File: src/sv/sorr_pkg.sv
// ============================================================================
// sorr_pkg
// Shared types and constants of the ratio-of-ratios saturation estimator.
// ============================================================================
`default_nettype none

package sorr_pkg;

	// Field widths of the channels and the configuration port.
	localparam int SAMPLE_W = 16;
	localparam int TOTAL_W  = 24;
	localparam int COUNT_W  = 8;
	localparam int CFG_W    = 8;
	localparam int CFG_IDX_W = 2;

	// Long division unit: dividend and divisor widths.
	localparam int DVD_W  = 40;
	localparam int DVS_W  = 32;
	localparam int STEP_W = $clog2(DVD_W + 1);

	// The quotient is limited to this value before the subtraction.
	localparam int Q_W = 10;
	localparam logic [Q_W-1:0] Q_LIMIT = 10'd1000;

	// Signed working width of intercept minus quotient.
	localparam int V_W = 12;

	// Configuration register indexes.
	localparam logic [CFG_IDX_W-1:0] REG_INTERCEPT = 2'd0;
	localparam logic [CFG_IDX_W-1:0] REG_SLOPE     = 2'd1;
	localparam logic [CFG_IDX_W-1:0] REG_FLOOR     = 2'd2;
	localparam logic [CFG_IDX_W-1:0] REG_CEILING   = 2'd3;

	// Reset values of the configuration registers.
	localparam logic [CFG_W-1:0] INTERCEPT_RST = 8'd110;
	localparam logic [CFG_W-1:0] SLOPE_RST     = 8'd25;
	localparam logic [CFG_W-1:0] FLOOR_RST     = 8'd70;
	localparam logic [CFG_W-1:0] CEILING_RST   = 8'd100;

	// Configuration as seen by the back end.
	typedef struct packed {
		logic [CFG_W-1:0] intercept;
		logic [CFG_W-1:0] slope;
		logic [CFG_W-1:0] floor_percent;
		logic [CFG_W-1:0] ceiling_percent;
	} cfg_t;

	// Summary of one finished run, handed from front to back.
	typedef struct packed {
		logic [TOTAL_W-1:0]  ir_total;
		logic [TOTAL_W-1:0]  red_total;
		logic [COUNT_W-1:0]  count;
		logic [SAMPLE_W-1:0] ir_ac;
		logic [SAMPLE_W-1:0] red_ac;
	} run_sum_t;

	typedef struct packed {
		logic     valid;
		run_sum_t sum;
	} run_push_t;

	// Request to and response from the long division unit.
	typedef struct packed {
		logic             start;
		logic [DVD_W-1:0] dividend;
		logic [DVS_W-1:0] divisor;
	} div_req_t;

	typedef struct packed {
		logic             done;
		logic [DVD_W-1:0] quotient;
		logic             rem_nz;
	} div_rsp_t;

	// Back end sequencer states.
	typedef enum logic [3:0] {
		ST_IDLE,
		ST_IR_GO,
		ST_IR_WAIT,
		ST_RED_GO,
		ST_RED_WAIT,
		ST_CHECK,
		ST_MUL_A,
		ST_MUL_B,
		ST_MUL_C,
		ST_Q_GO,
		ST_Q_WAIT,
		ST_CLAMP,
		ST_EMIT
	} back_state_t;

endpackage

`default_nettype wire

File: src/sv/sorr_in_if.sv
// ============================================================================
// sorr_in_if
// Sample pair channel: valid/ready handshake with one IR/red pair per item.
// ============================================================================
`default_nettype none

interface sorr_in_if;
	logic                          valid;
	logic                          ready;
	logic [sorr_pkg::SAMPLE_W-1:0] ir_sample;
	logic [sorr_pkg::SAMPLE_W-1:0] red_sample;
	logic                          last_sample;

	modport source (output valid, output ir_sample, output red_sample,
		output last_sample, input ready);
	modport sink (input valid, input ir_sample, input red_sample,
		input last_sample, output ready);
endinterface

`default_nettype wire

File: src/sv/sorr_out_if.sv
// ============================================================================
// sorr_out_if
// Result channel: valid/ready handshake with one saturation estimate per item.
// ============================================================================
`default_nettype none

interface sorr_out_if;
	logic                       valid;
	logic                       ready;
	logic [sorr_pkg::CFG_W-1:0] saturation;
	logic                       no_signal;

	modport source (output valid, output saturation, output no_signal, input ready);
	modport sink (input valid, input saturation, input no_signal, output ready);
endinterface

`default_nettype wire

File: src/sv/sorr_front.sv
// ============================================================================
// sorr_front
// Run accumulator: tracks min, max and sum of both channels and hands a
// summary of each finished run to the queue.
// ============================================================================
`default_nettype none

module sorr_front #(
	parameter int MAX_SAMPLES = 255
) (
	input  wire logic           clk,
	input  wire logic           arst_n,
	sorr_in_if.sink             samples,
	input  wire logic           fifo_full,
	output sorr_pkg::run_push_t push
);

	logic [sorr_pkg::COUNT_W-1:0]  count_q, count_n;
	logic [sorr_pkg::SAMPLE_W-1:0] ir_low_q, ir_high_q, red_low_q, red_high_q;
	logic [sorr_pkg::SAMPLE_W-1:0] ir_low_n, ir_high_n, red_low_n, red_high_n;
	logic [sorr_pkg::TOTAL_W-1:0]  ir_total_q, red_total_q, ir_total_n, red_total_n;
	logic                          accept;
	logic                          run_end;

	assign samples.ready = !fifo_full;
	assign accept = samples.valid && samples.ready;

	// Running statistics including the current pair.
	always_comb begin
		ir_high_n  = (samples.ir_sample > ir_high_q) ? samples.ir_sample : ir_high_q;
		ir_low_n   = (samples.ir_sample < ir_low_q) ? samples.ir_sample : ir_low_q;
		red_high_n = (samples.red_sample > red_high_q) ? samples.red_sample : red_high_q;
		red_low_n  = (samples.red_sample < red_low_q) ? samples.red_sample : red_low_q;
		ir_total_n  = ir_total_q + sorr_pkg::TOTAL_W'(samples.ir_sample);
		red_total_n = red_total_q + sorr_pkg::TOTAL_W'(samples.red_sample);
		count_n = count_q + 1'b1;
		run_end = samples.last_sample
			|| (count_n >= sorr_pkg::COUNT_W'(MAX_SAMPLES));
	end

	// Summary of the run that this pair closes.
	always_comb begin
		push.valid         = accept && run_end;
		push.sum.ir_total  = ir_total_n;
		push.sum.red_total = red_total_n;
		push.sum.count     = count_n;
		push.sum.ir_ac     = ir_high_n - ir_low_n;
		push.sum.red_ac    = red_high_n - red_low_n;
	end

	// Accumulator registers; cleared when a run closes.
	always_ff @(posedge clk or negedge arst_n) begin
		if (!arst_n) begin
			count_q     <= '0;
			ir_low_q    <= '1;
			ir_high_q   <= '0;
			red_low_q   <= '1;
			red_high_q  <= '0;
			ir_total_q  <= '0;
			red_total_q <= '0;
		end else if (accept) begin
			if (run_end) begin
				count_q     <= '0;
				ir_low_q    <= '1;
				ir_high_q   <= '0;
				red_low_q   <= '1;
				red_high_q  <= '0;
				ir_total_q  <= '0;
				red_total_q <= '0;
			end else begin
				count_q     <= count_n;
				ir_low_q    <= ir_low_n;
				ir_high_q   <= ir_high_n;
				red_low_q   <= red_low_n;
				red_high_q  <= red_high_n;
				ir_total_q  <= ir_total_n;
				red_total_q <= red_total_n;
			end
		end
	end

endmodule

`default_nettype wire

File: src/sv/sorr_run_fifo.sv
// ============================================================================
// sorr_run_fifo
// Two-entry queue of run summaries between the accumulator and the back end.
// ============================================================================
`default_nettype none

module sorr_run_fifo (
	input  wire logic                clk,
	input  wire logic                arst_n,
	input  sorr_pkg::run_push_t      push,
	input  wire logic                pop,
	output logic                     full,
	output logic                     not_empty,
	output sorr_pkg::run_sum_t       head
);

	sorr_pkg::run_sum_t entry_q [2];
	logic       wr_ptr_q, rd_ptr_q;
	logic [1:0] fill_q;

	assign full      = (fill_q == 2'd2);
	assign not_empty = (fill_q != 2'd0);
	assign head      = entry_q[rd_ptr_q];

	// Entry storage.
	always_ff @(posedge clk) begin
		if (push.valid) begin
			entry_q[wr_ptr_q] <= push.sum;
		end
	end

	// Pointers and fill level.
	always_ff @(posedge clk or negedge arst_n) begin
		if (!arst_n) begin
			wr_ptr_q <= 1'b0;
			rd_ptr_q <= 1'b0;
			fill_q   <= 2'd0;
		end else begin
			if (push.valid) begin
				wr_ptr_q <= !wr_ptr_q;
			end
			if (pop) begin
				rd_ptr_q <= !rd_ptr_q;
			end
			if (push.valid && !pop) begin
				fill_q <= fill_q + 2'd1;
			end else if (pop && !push.valid) begin
				fill_q <= fill_q - 2'd1;
			end
		end
	end

endmodule

`default_nettype wire

File: src/sv/sorr_divider.sv
// ============================================================================
// sorr_divider
// Restoring long division, one quotient bit per cycle, shared by all three
// divisions of a run.
// ============================================================================
`default_nettype none

module sorr_divider (
	input  wire logic           clk,
	input  wire logic           arst_n,
	input  sorr_pkg::div_req_t  req,
	output sorr_pkg::div_rsp_t  rsp
);

	logic [sorr_pkg::DVD_W-1:0]  quo_q;
	logic [sorr_pkg::DVS_W-1:0]  rem_q;
	logic [sorr_pkg::DVS_W-1:0]  dvs_q;
	logic [sorr_pkg::STEP_W-1:0] step_q;
	logic                        busy_q;
	logic                        done_q;
	logic [sorr_pkg::DVS_W:0]    trial;
	logic [sorr_pkg::DVS_W+1:0]  diff;
	logic                        qbit;

	// One step: bring down the next dividend bit and try to subtract.
	always_comb begin
		trial = {rem_q, quo_q[sorr_pkg::DVD_W-1]};
		diff  = {1'b0, trial} - {2'b00, dvs_q};
		qbit  = !diff[sorr_pkg::DVS_W+1];
	end

	assign rsp.done     = done_q;
	assign rsp.quotient = quo_q;
	assign rsp.rem_nz   = (rem_q != '0);

	// Datapath: remainder and shifting quotient register.
	always_ff @(posedge clk) begin
		if (req.start) begin
			quo_q <= req.dividend;
			rem_q <= '0;
			dvs_q <= req.divisor;
		end else if (busy_q) begin
			quo_q <= {quo_q[sorr_pkg::DVD_W-2:0], qbit};
			rem_q <= qbit ? diff[sorr_pkg::DVS_W-1:0] : trial[sorr_pkg::DVS_W-1:0];
		end
	end

	// Step counter and completion pulse.
	always_ff @(posedge clk or negedge arst_n) begin
		if (!arst_n) begin
			busy_q <= 1'b0;
			done_q <= 1'b0;
			step_q <= '0;
		end else begin
			done_q <= 1'b0;
			if (req.start) begin
				busy_q <= 1'b1;
				step_q <= '0;
			end else if (busy_q) begin
				step_q <= step_q + 1'b1;
				if (step_q == sorr_pkg::STEP_W'(sorr_pkg::DVD_W - 1)) begin
					busy_q <= 1'b0;
					done_q <= 1'b1;
				end
			end
		end
	end

endmodule

`default_nettype wire

File: src/sv/sorr_back.sv
// ============================================================================
// sorr_back
// Run evaluator: forms DC levels, the ratio of ratios and the clamped
// saturation estimate, and drives the result register.
// ============================================================================
`default_nettype none

module sorr_back (
	input  wire logic          clk,
	input  wire logic          arst_n,
	input  sorr_pkg::cfg_t     cfg,
	input  wire logic          fifo_not_empty,
	input  sorr_pkg::run_sum_t fifo_head,
	output logic               pop,
	sorr_out_if.source         results
);

	sorr_pkg::back_state_t state_q, state_n;
	sorr_pkg::run_sum_t    run_q;
	sorr_pkg::div_req_t    div_req;
	sorr_pkg::div_rsp_t    div_rsp;

	logic [sorr_pkg::SAMPLE_W-1:0]   ir_dc_q, red_dc_q;
	logic [2*sorr_pkg::SAMPLE_W-1:0] part_q, den_q;
	logic [sorr_pkg::DVD_W-1:0]      num_q;
	logic [sorr_pkg::Q_W-1:0]        q_q, q_n;
	logic [sorr_pkg::CFG_W-1:0]      res_sat_q;
	logic                            res_ns_q;
	logic                            out_valid_q;
	logic [sorr_pkg::CFG_W-1:0]      out_sat_q;
	logic                            out_ns_q;
	logic                            no_sig;
	logic signed [sorr_pkg::V_W-1:0] v_raw, v_hi, v_lo, v_ceil, v_floor;
	logic                            out_free;

	sorr_divider u_div (
		.clk    (clk),
		.arst_n (arst_n),
		.req    (div_req),
		.rsp    (div_rsp)
	);

	assign out_free = !out_valid_q || results.ready;

	// Special cases and clamping arithmetic.
	always_comb begin
		no_sig = (ir_dc_q == '0) || (red_dc_q == '0)
			|| ((run_q.ir_ac == '0) && (run_q.red_ac == '0));
		if (div_rsp.quotient >= sorr_pkg::DVD_W'(sorr_pkg::Q_LIMIT)) begin
			q_n = sorr_pkg::Q_LIMIT;
		end else begin
			q_n = div_rsp.quotient[sorr_pkg::Q_W-1:0] + sorr_pkg::Q_W'(div_rsp.rem_nz);
		end
		v_raw   = $signed(sorr_pkg::V_W'(cfg.intercept)) - $signed(sorr_pkg::V_W'(q_q));
		v_ceil  = $signed(sorr_pkg::V_W'(cfg.ceiling_percent));
		v_floor = $signed(sorr_pkg::V_W'(cfg.floor_percent));
		v_hi    = (v_raw > v_ceil) ? v_ceil : v_raw;
		v_lo    = (v_hi < v_floor) ? v_floor : v_hi;
	end

	// Sequencer: next state, queue pop and divider requests.
	always_comb begin
		state_n          = state_q;
		pop              = 1'b0;
		div_req.start    = 1'b0;
		div_req.dividend = sorr_pkg::DVD_W'(run_q.ir_total);
		div_req.divisor  = sorr_pkg::DVS_W'(run_q.count);
		case (state_q)
			sorr_pkg::ST_IDLE: begin
				if (fifo_not_empty) begin
					pop     = 1'b1;
					state_n = sorr_pkg::ST_IR_GO;
				end
			end
			sorr_pkg::ST_IR_GO: begin
				div_req.start = 1'b1;
				state_n       = sorr_pkg::ST_IR_WAIT;
			end
			sorr_pkg::ST_IR_WAIT: begin
				if (div_rsp.done) begin
					state_n = sorr_pkg::ST_RED_GO;
				end
			end
			sorr_pkg::ST_RED_GO: begin
				div_req.start    = 1'b1;
				div_req.dividend = sorr_pkg::DVD_W'(run_q.red_total);
				state_n          = sorr_pkg::ST_RED_WAIT;
			end
			sorr_pkg::ST_RED_WAIT: begin
				if (div_rsp.done) begin
					state_n = sorr_pkg::ST_CHECK;
				end
			end
			sorr_pkg::ST_CHECK: begin
				if (no_sig || (run_q.ir_ac == '0)) begin
					state_n = sorr_pkg::ST_EMIT;
				end else begin
					state_n = sorr_pkg::ST_MUL_A;
				end
			end
			sorr_pkg::ST_MUL_A: begin
				state_n = sorr_pkg::ST_MUL_B;
			end
			sorr_pkg::ST_MUL_B: begin
				state_n = sorr_pkg::ST_MUL_C;
			end
			sorr_pkg::ST_MUL_C: begin
				state_n = sorr_pkg::ST_Q_GO;
			end
			sorr_pkg::ST_Q_GO: begin
				div_req.start    = 1'b1;
				div_req.dividend = num_q;
				div_req.divisor  = den_q;
				state_n          = sorr_pkg::ST_Q_WAIT;
			end
			sorr_pkg::ST_Q_WAIT: begin
				if (div_rsp.done) begin
					state_n = sorr_pkg::ST_CLAMP;
				end
			end
			sorr_pkg::ST_CLAMP: begin
				state_n = sorr_pkg::ST_EMIT;
			end
			sorr_pkg::ST_EMIT: begin
				if (out_free) begin
					state_n = sorr_pkg::ST_IDLE;
				end
			end
			default: begin
				state_n = sorr_pkg::ST_IDLE;
			end
		endcase
	end

	always_ff @(posedge clk or negedge arst_n) begin
		if (!arst_n) begin
			state_q <= sorr_pkg::ST_IDLE;
		end else begin
			state_q <= state_n;
		end
	end

	// Working registers of the current run.
	always_ff @(posedge clk) begin
		if (pop) begin
			run_q <= fifo_head;
		end
		if ((state_q == sorr_pkg::ST_IR_WAIT) && div_rsp.done) begin
			ir_dc_q <= div_rsp.quotient[sorr_pkg::SAMPLE_W-1:0];
		end
		if ((state_q == sorr_pkg::ST_RED_WAIT) && div_rsp.done) begin
			red_dc_q <= div_rsp.quotient[sorr_pkg::SAMPLE_W-1:0];
		end
		if (state_q == sorr_pkg::ST_CHECK) begin
			if (no_sig) begin
				res_sat_q <= '0;
				res_ns_q  <= 1'b1;
			end else begin
				res_sat_q <= cfg.floor_percent;
				res_ns_q  <= 1'b0;
			end
		end
		if (state_q == sorr_pkg::ST_MUL_A) begin
			part_q <= run_q.red_ac * ir_dc_q;
		end
		if (state_q == sorr_pkg::ST_MUL_B) begin
			den_q <= red_dc_q * run_q.ir_ac;
		end
		if (state_q == sorr_pkg::ST_MUL_C) begin
			num_q <= sorr_pkg::DVD_W'(cfg.slope) * sorr_pkg::DVD_W'(part_q);
		end
		if ((state_q == sorr_pkg::ST_Q_WAIT) && div_rsp.done) begin
			q_q <= q_n;
		end
		if (state_q == sorr_pkg::ST_CLAMP) begin
			res_sat_q <= v_lo[sorr_pkg::CFG_W-1:0];
			res_ns_q  <= 1'b0;
		end
	end

	// Result register toward the receiver.
	always_ff @(posedge clk) begin
		if ((state_q == sorr_pkg::ST_EMIT) && out_free) begin
			out_sat_q <= res_sat_q;
			out_ns_q  <= res_ns_q;
		end
	end

	always_ff @(posedge clk or negedge arst_n) begin
		if (!arst_n) begin
			out_valid_q <= 1'b0;
		end else if ((state_q == sorr_pkg::ST_EMIT) && out_free) begin
			out_valid_q <= 1'b1;
		end else if (results.ready) begin
			out_valid_q <= 1'b0;
		end
	end

	assign results.valid      = out_valid_q;
	assign results.saturation = out_sat_q;
	assign results.no_signal  = out_ns_q;

endmodule

`default_nettype wire

File: src/sv/spo2_ratio_of_ratios_core.sv
// ============================================================================
// spo2_ratio_of_ratios_core
// Ratio-of-ratios oxygen saturation estimator, top level.
//
// Usage: IR/red sample pairs arrive on the samples channel (valid/ready), one
// item per pair; last_sample closes a run, and a run also closes on its
// MAX_SAMPLES-th pair. Each run yields one item on the results channel:
// the clamped saturation estimate, or zero with no_signal set.
// The accumulator takes one pair per cycle while the two-entry run queue has
// room. The evaluator works on one run at a time: three passes of the shared
// 40-step long divider (IR DC, red DC, ratio) plus sequencing, multiply and
// clamp states; no signal or a flat IR channel skips the ratio. Runs that
// close faster than the evaluator finishes them back up into the queue.
// The result sits in an output register. A stalled receiver holds it, the
// evaluator then waits with the next result, and once two more runs fill the
// queue the samples channel drops ready.
// Reset (arst_n low) clears the run, empties the queue, drops any pending
// result and loads the default configuration. Configuration writes through
// cfg_we/cfg_index/cfg_wdata take effect at once; the user makes them while
// idle, and the block itself does not enforce this.
// ============================================================================
`default_nettype none

module spo2_ratio_of_ratios_core #(
	parameter int MAX_SAMPLES = 255
) (
	input  wire logic                           clk,
	input  wire logic                           arst_n,
	input  wire logic                           cfg_we,
	input  wire logic [sorr_pkg::CFG_IDX_W-1:0] cfg_index,
	input  wire logic [sorr_pkg::CFG_W-1:0]     cfg_wdata,
	sorr_in_if.sink                             samples,
	sorr_out_if.source                          results
);

	sorr_pkg::cfg_t      cfg_q;
	sorr_pkg::run_push_t push;
	sorr_pkg::run_sum_t  head;
	logic                fifo_full;
	logic                fifo_not_empty;
	logic                pop;

	// Configuration registers.
	always_ff @(posedge clk or negedge arst_n) begin
		if (!arst_n) begin
			cfg_q.intercept       <= sorr_pkg::INTERCEPT_RST;
			cfg_q.slope           <= sorr_pkg::SLOPE_RST;
			cfg_q.floor_percent   <= sorr_pkg::FLOOR_RST;
			cfg_q.ceiling_percent <= sorr_pkg::CEILING_RST;
		end else if (cfg_we) begin
			case (cfg_index)
				sorr_pkg::REG_INTERCEPT: cfg_q.intercept       <= cfg_wdata;
				sorr_pkg::REG_SLOPE:     cfg_q.slope           <= cfg_wdata;
				sorr_pkg::REG_FLOOR:     cfg_q.floor_percent   <= cfg_wdata;
				sorr_pkg::REG_CEILING:   cfg_q.ceiling_percent <= cfg_wdata;
				default: begin
				end
			endcase
		end
	end

	sorr_front #(
		.MAX_SAMPLES (MAX_SAMPLES)
	) u_front (
		.clk       (clk),
		.arst_n    (arst_n),
		.samples   (samples),
		.fifo_full (fifo_full),
		.push      (push)
	);

	sorr_run_fifo u_fifo (
		.clk       (clk),
		.arst_n    (arst_n),
		.push      (push),
		.pop       (pop),
		.full      (fifo_full),
		.not_empty (fifo_not_empty),
		.head      (head)
	);

	sorr_back u_back (
		.clk            (clk),
		.arst_n         (arst_n),
		.cfg            (cfg_q),
		.fifo_not_empty (fifo_not_empty),
		.fifo_head      (head),
		.pop            (pop),
		.results        (results)
	);

endmodule

`default_nettype wire

File: src/flat_wrapper.sv
// flat-port wrapper written by rule: the top's interface ports become plain ports
module spo2_ratio_of_ratios_core_flat 
#(
	parameter int MAX_SAMPLES = 255
)
  (clk, arst_n, cfg_we, cfg_index, cfg_wdata, samples_valid, samples_ir_sample, samples_red_sample, samples_last_sample, samples_ready, results_valid, results_saturation, results_no_signal, results_ready);
  sorr_in_if samples_i ();
  sorr_out_if results_i ();
  input  wire logic clk;
  input  wire logic arst_n;
  input  wire logic cfg_we;
  input  wire logic [sorr_pkg::CFG_IDX_W-1:0] cfg_index;
  input  wire logic [sorr_pkg::CFG_W-1:0] cfg_wdata;
  input wire logic [$bits(samples_i.valid)-1:0] samples_valid;
  input wire logic [$bits(samples_i.ir_sample)-1:0] samples_ir_sample;
  input wire logic [$bits(samples_i.red_sample)-1:0] samples_red_sample;
  input wire logic [$bits(samples_i.last_sample)-1:0] samples_last_sample;
  output wire logic [$bits(samples_i.ready)-1:0] samples_ready;
  output wire logic [$bits(results_i.valid)-1:0] results_valid;
  output wire logic [$bits(results_i.saturation)-1:0] results_saturation;
  output wire logic [$bits(results_i.no_signal)-1:0] results_no_signal;
  input wire logic [$bits(results_i.ready)-1:0] results_ready;
  assign samples_i.valid = samples_valid;
  assign samples_i.ir_sample = samples_ir_sample;
  assign samples_i.red_sample = samples_red_sample;
  assign samples_i.last_sample = samples_last_sample;
  assign samples_ready = samples_i.ready;
  assign results_valid = results_i.valid;
  assign results_saturation = results_i.saturation;
  assign results_no_signal = results_i.no_signal;
  assign results_i.ready = results_ready;
  spo2_ratio_of_ratios_core #(.MAX_SAMPLES(MAX_SAMPLES)) u_core (.clk(clk), .arst_n(arst_n), .cfg_we(cfg_we), .cfg_index(cfg_index), .cfg_wdata(cfg_wdata), .samples(samples_i), .results(results_i));
endmodule
File: config.mk
export PLATFORM = sky130hd
export DESIGN_NAME = spo2_ratio_of_ratios_core_flat
export DESIGN_NICKNAME = d
export VERILOG_FILES = /design/src/sv/sorr_pkg.sv /design/src/sv/sorr_in_if.sv /design/src/sv/sorr_out_if.sv /design/src/sv/sorr_front.sv /design/src/sv/sorr_run_fifo.sv /design/src/sv/sorr_divider.sv /design/src/sv/sorr_back.sv /design/src/sv/spo2_ratio_of_ratios_core.sv /design/src/flat_wrapper.sv
export SDC_FILE = /design/constraint.sdc
export NUM_CORES = 2
export LEC_CHECK = 0
export BUFFER_PORTS_ARGS = -buffer_cell sky130_fd_sc_hd__buf_2
export CAP_MARGIN = 40
export CORE_MARGIN = 2
export CORE_UTILIZATION = 65
export DETAILED_ROUTE_END_ITERATION = 16
export GPL_TIMING_DRIVEN = 0
export HOLD_SLACK_MARGIN = 0.06
export PLACE_DENSITY = 0.83
export SYNTH_ARGS = -nofsm -noshare
export SYNTH_HDL_FRONTEND = slang
export SYNTH_SLANG_ARGS = --single-unit
File: constraint.sdc
create_clock -name clk -period 9.7 [get_ports clk]
set_input_delay 1.94 -clock clk [delete_from_list [all_inputs] [get_ports clk]]
set_output_delay 1.94 -clock clk [all_outputs]
set_load 0.01 [all_outputs]
Word-level counts from Yosys, hierarchy flattened:

Memories as Yosys holds them, arrays and structs flattened. A register that Yosys moved wholly into a read port is not among the register bits.
Cells that the tools add are included.

* register bits: 437
* RAM bits: 176
* bits of input ports: 48
* output and inout bits: 11
* word-level logic and storage cells: 163
* memories: 1

* add/subtract/negate cells: 11
* $mul: 3
* magnitude comparators: 8
* equality and inequality tests: 22
* muxes and demuxes: 46
* reductions and logical operators: 39

Memories
* u_core.u_fifo.entry_q: words 2, width 88, read ports 1, clocked after Yosys merged registers in 1, write ports 1, RTL line sorr_run_fifo.sv:17 `sorr_pkg::run_sum_t entry_q [2];`

Operators by type and width (count)
* 16-bit two-way mux: 8
* 40-bit two-way mux: 2
* 40-bit case mux with 2 select lines: 1
* 16-bit logical NOT: 4
* 16-bit by 16-bit multiplier with 32-bit output: 2
* 4-bit case mux with 13 select lines: 1
* 24-bit by 16-bit adder with 24-bit output: 2
* 24-bit two-way mux: 2
* 8-bit two-way mux: 6
* 40-bit by 10-bit >= comparator with 1-bit output, second input constant: 1
* 8-bit by 32-bit multiplier with 40-bit output: 1
* 33-bit by 32-bit subtractor with 34-bit output: 1
* 16-bit greater-than comparator: 2
* 16-bit < comparator: 2
* 32-bit two-way mux: 1
* 32-bit nonzero test: 1
* 16-bit subtractor: 2
* 4-bit two-way mux: 6
* 4-bit equality test, second input constant: 5
* 4-bit by 3-bit equality test with 1-bit output, second input constant: 4
* 1-bit two-way mux: 14
* 12-bit by 9-bit < comparator with 1-bit output: 1
* 12-bit two-way mux: 1
* 6-bit two-way mux: 2
* other kinds (25): 57

Depth between registers and ports, before layout:

* depth after elaboration: 8
* gate-level depth with buffers: 27
* mapped depth without buffers: 25

By module:

A second synthesis with hierarchy kept.

* cells, all modules: 5763
* area, all modules: 59475.8 sq um

Modules (own cells, without submodules)
* sorr_back: times used 1, cells each 3495, area each 34638.2 sq um, sequential area each 7682.4 sq um
* sorr_front: times used 1, cells each 1288, area each 10724.0 sq um, sequential area each 3042.9 sq um
* sorr_run_fifo: times used 1, cells each 290, area each 6571.3 sq um, sequential area each 5385.2 sq um
* sorr_divider: times used 1, cells each 622, area each 6312.3 sq um, sequential area each 3002.9 sq um
* spo2_ratio_of_ratios_core: times used 1, cells each 68, area each 1229.9 sq um, sequential area each 818.3 sq um

Worst setup path after synthesis:

OpenSTA, ideal clock, no wires.

* path kind: input-to-reg
* start point: input port samples_valid
* end point: memory u_core.u_fifo.entry_q[0][0] in the netlist's numbering (enable)
* setup time: 0.642 ns
* arrival time: 8.553 ns
* slack: 0.505 ns
* stages on the path: 5
* cell sequence: nand2_1 > clkbuf_1 > clkbuf_1 > clkbuf_1 > nor3_1

* word-level cells in the longest chain between the ends: 4

RTL lines
* start: declaration: RTL line flat_wrapper.sv:14 `input wire logic [$bits(samples_i.valid)-1:0] samples_valid;`
* 1-bit logical AND: RTL line sorr_front.sv:26 `assign accept = samples.valid && samples.ready;`
* 1-bit logical AND: RTL line sorr_front.sv:43 `push.valid = accept && run_end;`
* 1-bit two-way mux: RTL line sorr_run_fifo.sv:27 `if (push.valid) begin`
* 1-bit two-way mux (implied by the code): RTL line sorr_run_fifo.sv:28 `entry_q[wr_ptr_q] <= push.sum;`
* end: declaration: RTL line sorr_run_fifo.sv:17

Every way passes these cells.

Worst setup path in the final report:

* start point: register u_core.u_back.red_dc_q[12] in the netlist's numbering
* end point: register u_core.u_back.den_q[31] in the netlist's numbering, data pin

* word-level cells in the longest chain between the ends: 1

RTL lines
* start: declaration: RTL line sorr_back.sv:23 `logic [sorr_pkg::SAMPLE_W-1:0] ir_dc_q, red_dc_q;`
* start signal: assignment: RTL line sorr_back.sv:152 `red_dc_q <= div_rsp.quotient[sorr_pkg::SAMPLE_W-1:0];`
* 16-bit by 16-bit multiplier with 32-bit output: RTL line sorr_back.sv:167 `den_q <= red_dc_q * run_q.ir_ac;`
* end signal: assignment: RTL line sorr_back.sv:167
* end: declaration: RTL line sorr_back.sv:24 `logic [2*sorr_pkg::SAMPLE_W-1:0] part_q, den_q;`

Every way passes these cells.
A chain may end at the register's enable or synchronous reset.

==> out/qor.txt <==
Outcome: completed
Core area: 88400 µm²
Synth Cell Area: 57900 µm²
DRT Wirelength: 146000 µm
Starting density of the core: 0.655
Critical path arrival: 7.79 ns
Hold endpoint: u_core.u_back.results.saturation[6]
Worst-case reg-to-reg path depth: 20
Clk sink count: 701
CTS H-tree lvls: 3
Critical path class: reg -> reg
Root Buffer: clkbuf_16
Ranking of synthesized cells by area: edfxtp_1 26%, fa_1 20%, ha_1 9.8%
Critical Path Max Stage Delay: 0.61 ns
WL per Instance: 21.2 µm
Slew HR: 0.362
Setup TNS: 0 ns
Synth cell types: 88
CP max-delay cell: a2111oi_1
Hold/Removal Path Class: reg -> reg
RSZ-0062 raised after global routing: false
Crit path cell chain: clkbuf_1, clkbuf_1, nand2_1, fa_1, fa_1, fa_1, inv_1, fa_1, fa_1, fa_1, ha_1, a21o_1, a21oi_1, o21ai_0, a22o_1, a2111oi_1, o21ai_0, a21o_1, a21oi_1, xnor2_1
Worst skew pair latency: 0.66 ns
CP Buf/Inv Count: 3
Nets: 6748
Layout cell share with drive strength beyond 1: 0.0828
FF-to-FF End: u_core.u_back.den_q[31]
Gr ovfl total: 0
Reg-to-reg startpoint: u_core.u_back.red_dc_q[12]
CTS tree: yes
Final Max Tran Viols: 0
Top delay family on crit path: adder cells
Post-DP HPWL: 112000 µm
Vias per std cell: 6.06
Period utilisation layout: 0.762
DR pass1 iterations: 8
Post-synthesis sequential area ratio: 0.344
Pre-CTS WS: 2.43 ns
Most frequent cells in the layout: 804 x inv_1, 605 x nand2_1, 574 x fa_1
Die ar.: 91500 µm²
Maximum clock rate: 0.135 GHz
Vias in the first global route: 43.1k
Buffers on Ports: 58
Hold_ws: 0.417 ns
Syn nets: 6578
Worst Hold Launch: u_core.u_back.res_sat_q[6]
Crit path max fanout: 10
Post-synth top area share: 0.259
Placer congestion estimate: 0.962
Die Width: 302 µm
Clock buffer depth: 3
Main flop type after synthesis: edfxtp_1
FF-to-FF setup slack: 2.31 ns
Min setup slack post-route: 2.31 ns
Synth Register Bits: 701
Critical Path RT: 10.10 ns
Ports: 59
Most frequent CP cell: fa_1
Std-Cell Rows: 109
Residual DRC count: 0
Clock Pin Slew Worst Setup and Hold Paths: 0.06 ns
Via Count: 41.8k
Initial antenna violation count: 4
Critical Path Source Type: register
First-pass GRT wire length: 233000 µm
CTS Buf Count: 77
Routed Antenna Nets: 0
Post-synth ARST share: 0.241
Clk_skew: 0.0407 ns
Post-synth EDFFs: 499
CP Capture Type: register
Worst-Margin Slew: 0.956 ns
Post-CTS setup buffer count: 0
Hold_buf cts: 0
Resized cells post-CTS: 0
Most common cell after layout, fill and taps aside: inv_1
Leading area contributor after synthesis: edfxtp_1
Syn Inst Count: 5503
Synth warnings: 0
Avg Synthesized Cell Area: 10.5 µm²
Initial DRC count: 3640
Tot GR Track Use: 0.329
Die Ht: 302 µm
Setup violators final: 0
Max cap viols: 0
Largest net degree at the start of global routing: 94
Hold Fails Final Rpt: 0
Min-Delay Path Depth: 0
P&R area growth vs syn: 8.18%
Final min period: 7.39 ns
## per-layer routing
layer	global-route usage	vias up	wire, µm
met5	0	-	39
met4	0.126	6	6200
met3	0.0782	436	14900
met2	0.523	2128	67500
met1	0.442	20500	57500
li1	-	18800	-
## state kept, by name (all words and copies together), names as in the netlist, 32 cells and up
register,flops
u_core.u_back.num_q,40
u_core.u_back.u_div.quo_q,40
u_core.u_back.den_q,32
u_core.cfg_q,32
u_core.u_back.u_div.dvs_q,32
u_core.u_fifo.entry_q,176
u_core.u_back.u_div.rem_q,32
u_core.u_back.part_q,32
u_core.u_back.run_q,88
## how the worst max path moves through the flow
| stage | startpoint | to | slack, ns | depth (start not counted) |
|---|---|---|---|---|
| 3_5_place_dp | u_core.u_back.red_dc_q[12] | u_core.u_back.den_q[31] | 2.43 | 20 |
| 4_1_cts | u_core.u_back.red_dc_q[12] | u_core.u_back.den_q[31] | 2.42 | 20 |
| 6_report | u_core.u_back.red_dc_q[12] | u_core.u_back.den_q[31] | 2.31 | 20 |
| 5_1_grt | u_core.u_back.red_dc_q[12] | u_core.u_back.den_q[31] | 2.04 | 20 |
| 2_1_floorplan | samples_valid | u_core.u_fifo.entry_q[0][0] | 0.51 | 5 |
| 3_3_place_gp | samples_valid | u_core.u_fifo.entry_q[0][10] | -3.40 | 6 |
## synth_stat cells, types with 21 or more instances
| cell | n |
|---|---|
| mux2i_1 | 27 |
| fa_1 | 574 |
| and2_1 | 411 |
| a22o_1 | 51 |
| o21ai_0 | 182 |
| nor3_1 | 54 |
| xnor2_1 | 141 |
| ha_1 | 453 |
| nor2b_1 | 33 |
| inv_1 | 806 |
| a21o_1 | 83 |
| clkbuf_1 | 166 |
| and3_1 | 25 |
| a31oi_1 | 38 |
| dfrtp_1 | 123 |
| a211oi_1 | 21 |
| nand4_1 | 36 |
| o21a_1 | 40 |
| nor4_1 | 40 |
| edfxtp_1 | 499 |
| nand3_1 | 52 |
| dfstp_2 | 46 |
| mux2_2 | 161 |
| nor2_1 | 210 |
| a22oi_1 | 60 |
| dfxtp_1 | 33 |
| a21oi_1 | 194 |
| xor2_1 | 53 |
| nand2_1 | 605 |
| nand2b_1 | 27 |
## through the flow
| step | cells | util | cell area, µm² |
|---|---|---|---|
| after global placement | 6726 | 0.675 | 59600 |
| after detailed placement | 6756 | 0.679 | 60000 |
| final | 6904 | 0.709 | 62600 |
| after floorplan | 5503 | - | 57900 |
| after global routing | 6903 | 0.709 | 62600 |
| after CTS | 6900 | 0.708 | 62600 |
## logic make-up (layout without fill, tap and decap cells)
kind of cell	after synthesis	count (layout)	synth area share
buffers and inverters	996	1231	0.0656
AND/OR/NAND/NOR	1546	1546	0.131
adder cells (fa/ha/maj)	1027	1027	0.296
flip-flops	701	701	0.344
AO/OA/AOI/OAI	851	851	0.0978
multiplexers	188	188	0.0360
other	0	1	0
XOR/XNOR	194	194	0.0293
## cell type report
cell class | count | area, µm²
Buffer | 189 | 769
Clock inverter | 43 | 458
Clock buffer | 101 | 2140
Inverter | 807 | 3030
Antenna cell | 1 | 2.50
Sequential cell | 701 | 19900
Multi-Input combinational cell | 3806 | 34200
Fill cell | 6191 | 25700
Timing Repair Buffer | 91 | 637
Tap cell | 1165 | 1460
## worst register-to-register path: stages (launching register included)
cell and delay (ns):
edfxtp_1 0.32, clkbuf_1 0.52, clkbuf_1 0.57, nand2_1 0.16, fa_1 0.53, fa_1 0.52, fa_1 0.53, inv_1 0.06
fa_1 0.56, fa_1 0.43, fa_1 0.45, ha_1 0.35, a21o_1 0.20, a21oi_1 0.15, o21ai_0 0.18, a22o_1 0.25
a2111oi_1 0.61, o21ai_0 0.27, a21o_1 0.21, a21oi_1 0.17, xnor2_1 0.10
Power is not shown: default switching activity piles up to over one toggle a cycle in this logic, so the estimate is an artifact.
